File: config.mk
export PLATFORM = sky130hd
export DESIGN_NAME = plc_cell
export DESIGN_NICKNAME = d
export VERILOG_FILES = /design/src/rtl/plc_pkg.sv /design/src/rtl/plc_cell.sv
export SDC_FILE = /design/constraint.sdc
export NUM_CORES = 1
export LEC_CHECK = 0
export BUFFER_PORTS_ARGS = -buffer_cell sky130_fd_sc_hd__buf_2
export CELL_PAD_IN_SITES_DETAIL_PLACEMENT = 1
export CELL_PAD_IN_SITES_GLOBAL_PLACEMENT = 1
export CORE_MARGIN = 2
export CORE_UTILIZATION = 28
export DETAILED_ROUTE_END_ITERATION = 16
export GPL_TIMING_DRIVEN = 0
export PLACE_DENSITY = 0.89
export REMOVE_ABC_BUFFERS = 1
export SYNTH_ARGS = -nofsm -noshare
export SYNTH_HDL_FRONTEND = slang
export SYNTH_SLANG_ARGS = --single-unit
File: constraint.sdc
create_clock -name clk_i -period 2.77 [get_ports clk_i]
set_input_delay 0.277 -clock clk_i [delete_from_list [all_inputs] [get_ports clk_i]]
set_output_delay 0.277 -clock clk_i [all_outputs]
set_load 0.1 [all_outputs]
File: src/rtl/plc_pkg.sv
`default_nettype none
package plc_pkg;

  // Store geometry
  localparam int CAPACITY   = 64;
  localparam int ITEM_WIDTH = 32;
  localparam int IDX_W      = $clog2(CAPACITY);
  localparam int CNT_W      = $clog2(CAPACITY + 1);

  // Fixed field widths of the channels
  localparam int CMD_W    = 2;
  localparam int POS_W    = 16;
  localparam int WORD_W   = 32;
  localparam int LEN_W    = 7;

  typedef enum logic [CMD_W-1:0] {
    CMD_INSERT   = 2'd0,
    CMD_REMOVE   = 2'd1,
    CMD_RETRIEVE = 2'd2
  } cmd_e;

  typedef logic [ITEM_WIDTH-1:0] item_t;
  typedef logic [IDX_W-1:0]      idx_t;

  // Broadcast from the controller to every cell
  typedef struct packed {
    logic ins;  // open a slot at idx and load the new word
    logic rem;  // close the gap at idx
    logic rd;   // drive the entry at idx onto the read bus
    idx_t idx;  // zero-based target slot
  } cell_ctrl_t;

endpackage
`default_nettype wire

File: src/rtl/plc_cell.sv
`default_nettype none
module plc_cell import plc_pkg::*; (
  input  wire logic       clk_i,
  input  wire cell_ctrl_t ctrl_i,
  input  wire idx_t       idx_i,
  input  wire item_t      word_i,
  input  wire item_t      left_i,
  input  wire item_t      right_i,
  output item_t           q_o,
  output item_t           rd_o
);

  item_t entry_q;
  item_t entry_d;
  logic  hit;
  logic  behind;

  assign hit    = (idx_i == ctrl_i.idx);
  assign behind = (idx_i > ctrl_i.idx);

  // Take the new word, the left neighbor or the right neighbor; else hold
  always_comb begin
    entry_d = entry_q;
    if (ctrl_i.ins && hit) begin
      entry_d = word_i;
    end else if (ctrl_i.ins && behind) begin
      entry_d = left_i;
    end else if (ctrl_i.rem && (hit || behind)) begin
      entry_d = right_i;
    end
  end

  always_ff @(posedge clk_i) begin
    entry_q <= entry_d;
  end

  assign q_o  = entry_q;
  assign rd_o = (ctrl_i.rd && hit) ? entry_q : '0;

endmodule
`default_nettype wire

Word level (Yosys, flattened, before mapping)

Index checks and enable logic that the tools add are counted.

Reductions and logical operators: 6
Magnitude comparators: 1
Equality and inequality tests: 1
Multiplexer cells: 4

Operators with widths:

| operator            | number |
|---|---|
| two-way mux 32 bit  | 4 |
| equality test 6 bit | 1 |
| > comparator 6 bit  | 1 |
| logical AND 1 bit   | 4 |
| nonzero test 3 bit  | 1 |
| logical OR 1 bit    | 1 |

Output and inout bits: 64
Word-level logic and storage cells: 13
Bits of input ports: 112
Bits in registers: 32

Longest topological paths before layout

Depth in word-level cells: 6
Gate-level depth with buffers: 8
Gate-level depth less buffers: 6

Worst setup path after synthesis

Ideal clock, no wire load.

Path kind: input-to-reg
Start point: input port ctrl_i[5] in the netlist's numbering
End point: register entry_q[0] (netlist: q_o[0]) (enable)
Slack: 211 ps
Cell stages on the path: 7
Arrival: 2,168 ps
Buffers on the path: 2
Path through: inv_1 > ha_1 > and4_4 > and3_4 > buf_6 > clkbuf_1 > o22a_1

Cells in the longest elaborated chain, start to end: 4
Elaborated cells between the ends (all ways): 7

RTL lines:

| what                                                             | RTL line                       | source |
|---|---|---|
| start, declared                                                  | plc_cell.sv:4                  | `input wire cell_ctrl_t ctrl_i,` |
| > comparator 6 bit / equality test 6 bit (equally long branches) | plc_cell.sv:19, plc_cell.sv:18 |  |
| logical OR 1 bit                                                 | plc_cell.sv:28                 | `end else if (ctrl_i.rem && (hit \|\| behind)) begin` |
| logical AND 1 bit                                                | plc_cell.sv:28                 |  |
| nonzero test 3 bit (no line) *                                   | -                              |  |
| end signal, assigned                                             | plc_cell.sv:34                 | `entry_q <= entry_d;` |
| end, declared                                                    | plc_cell.sv:13                 | `item_t entry_q;` |

Mark *: on every way between the ends. The rest lies on a longest branch, timed or not.
A chain may end at the register's enable or synchronous reset.

Worst setup path in the final report

Start point: input port ctrl_i[5] in the netlist's numbering
End point: output port rd_o[3]

Cells in the longest elaborated chain, start to end: 3

RTL lines:

| what                | RTL line       | source |
|---|---|---|
| equality test 6 bit | plc_cell.sv:18 | `assign hit = (idx_i == ctrl_i.idx);` |
| logical AND 1 bit   | plc_cell.sv:38 | `assign rd_o = (ctrl_i.rd && hit) ? entry_q : '0;` |
| two-way mux 32 bit  | plc_cell.sv:38 |  |
| end, declared       | plc_cell.sv:10 | `output item_t rd_o` |

No other way between the ends.

==> impl_metrics.json <==
{
  "initial_core_util": 0.2847,
  "syn_to_final_growth_pct": 45.87,
  "synth_top_area_frac": 0.4149,
  "antenna_left": 0,
  "whs_ns": 0.3612,
  "core_area_um2": 8134,
  "grt_max_degree": 35,
  "maxCapViolations": 0,
  "syn_avg_cell_area_um2": 9.897,
  "synth_seq_cells": 32,
  "worstMarginPinSlew_ns": 0.8451,
  "slew_headroom": 0.4349,
  "cp.required_ns": 2.49,
  "final_cells": 510,
  "synth_compound_area_frac": 0.2291,
  "cts-buffers-inserted": 5,
  "drtIter0Drc": 45,
  "die_h_um": 94.95,
  "fin_crit_sh": 0.8462,
  "hp-class": "primary input to flip-flop",
  "arrival_ns": 2.07,
  "synth_top_family_by_area": "compound AO/OA/AOI/OAI gates",
  "post-route-drc-count": 0,
  "routed_wl_um": 7742,
  "synth_adder_area_share": 0.03241,
  "synth_cell_types": 20,
  "clk_pin_slew_worst_paths_ns": 0.07,
  "use_met2": 0.3191,
  "grt_pass1_wl_um": 11480,
  "grt_use_met1": 0.1824,
  "fin_setup_tns_ns": 0,
  "detail_route.wl_per_cell_um": 15.18,
  "io_buffer_count": 175,
  "synthMuxAreaShare": 0,
  "netlist_area_um2": 2316,
  "critPathCapture": "rd_o[3]",
  "p_leak_nw": 1.940,
  "synth_xor_area_frac": 0,
  "cts_tree": "yes",
  "crit_path_start_kind": "primary input",
  "grt_overflow_total": 0,
  "antenna_cells": 0,
  "clock_sinks": 32,
  "grtUsageTotal": 0.1667,
  "ys_seq_area_frac": 0.4149,
  "setup_slack_ns": 0.4260,
  "die_w_um": 94.95,
  "clock-root-buffer": "clkbuf_8",
  "path_class": "primary input to output pin",
  "cts_hold_buf": 0,
  "yosys-top-cells-area": "edfxtp_1 (41%), a221oi_2 (19%), inv_1 (12%)",
  "ios": 176,
  "fmax_mhz": 426.6,
  "viasPerCell": 4.651,
  "rsz0062_at_grt": "no",
  "dp_hpwl_um": 6146,
  "synth_top_cell_by_area": "edfxtp_1",
  "setup_viol": 0,
  "gp_congestion": 0.7051,
  "status": "complete, no violations",
  "top_usage_layer": "met2",
  "cts_resized": 0,
  "largest_reg_flops": 32,
  "crit_fanout": 34,
  "dp_slack_ns": 0.1833,
  "worstHoldPathCells": 3,
  "ys_warn_count": 0,
  "h-tree-depth": 2,
  "post_route_cells_drive_above_1_share": 0.5407,
  "fin_crit_ns": 2.344,
  "grt_pass1_vias": 2419,
  "end_kind": "output pin",
  "drtPass1Iterations": 4,
  "powerDensity_nw_per_um2": 593.8,
  "final_nets": 522,
  "cts_buffer_depth": 2,
  "yosys.area_share.simple": 0.1599,
  "peakVddDrop_uv": 305.7,
  "use_met3": 0.04230,
  "rows": 33,
  "placed_cells": 502,
  "final_max_slew_viol_count": 0,
  "syn-instance-count": 234,
  "post_cts_buffers": 0,
  "worstSetupStartpoint": "ctrl_i[5]",
  "die_area_um2": 9015,
  "via_count": 2372,
  "antenna_found_initial": 0,
  "finalHoldViolCount": 0
}
==> final cells by class <==
class                      instances  area, µm²
inverter                          71      266.5
clock inverter                     1      3.754
tap                              105      131.4
fill                            1003       4756
clock buffer                       7      76.32
multi-input combinational        115      978.4
sequential                        32      960.9
timing repair buffer             179      960.9
==> per-stage QoR <==
| stage | instance area [µm²] | utilization | total power, W |
|---|---|---|---|
| 2_1_floorplan | 2203 | - | 0.001447 |
| 5_1_grt | 3378 | 0.4153 | 0.002090 |
| 6_report | 3378 | 0.4153 | 0.002006 |
| 3_3_place_gp | 3211 | 0.3947 | 0.001641 |
| 3_5_place_dp | 3298 | 0.4055 | 0.001679 |
| 4_1_cts | 3378 | 0.4153 | 0.002027 |
==> power breakdown <==
part / leakage [nW] / switching (W) / internal, W
registers: 0.307 / 0.0000390 / 0.000639
clock network: 0.0399 / 0.000169 / 0.000175
logic: 1.59 / 0.000783 / 0.000201
total: 1.94 / 0.000991 / 0.00101
==> worst min-delay path by stage <==
stage | endpoint | startpoint
floorplan | q_o[0] | right_i[0]
global placement | q_o[3] | right_i[3]
detailed placement | q_o[19] | right_i[19]
CTS | q_o[19] | right_i[19]
global route | q_o[16] | right_i[16]
finish | q_o[1] | right_i[1]
==> layout by cell type, fill, tap and decap left out, types with 2 or more instances in the layout <==
cell / n
a221oi_1: 2
clkbuf_1: 2
a221oi_2: 30
buf_2: 175
inv_1: 71
nor2_1: 32
nand3_1: 3
ha_1: 6
clkbuf_8: 5
buf_16: 2
edfxtp_1: 32
and3_1: 32
buf_8: 2
==> cells in the mapped netlist, drive strengths merged <==
library cell / number
and4: 1
o22a: 1
and3: 33
a41o: 1
a311oi: 1
ha: 6
nor2: 32
nand4: 1
a21oi: 1
a21o: 1
inv: 71
clkbuf: 9
edfxtp: 32
nand3: 3
o21ai: 1
buf: 7
nor2b: 1
a221oi: 32
==> critical path, stage by stage <==
cell and delay, ns:
buf_2 0.08, inv_1 0.04, ha_1 0.31, and4_4 0.26
and3_4 0.44, and3_1 0.22, buf_2 0.43
==> per-layer routing <==
layer	vias up	routed length, µm
met2	105	4182
met1	1118	2984
li1	1140	-
met5	-	0
met4	0	80
met3	9	495
==> cell families (layout without fill, tap and decap cells) <==
group                      after synthesis  after routing
adders and majority gates                6              6
DFF                                     32             32
and+or+nand+nor                         71             71
AOI/OAI and AO/OA                       38             38
buffers and inverters                   87            258
Power figures use the tool's default switching activity.
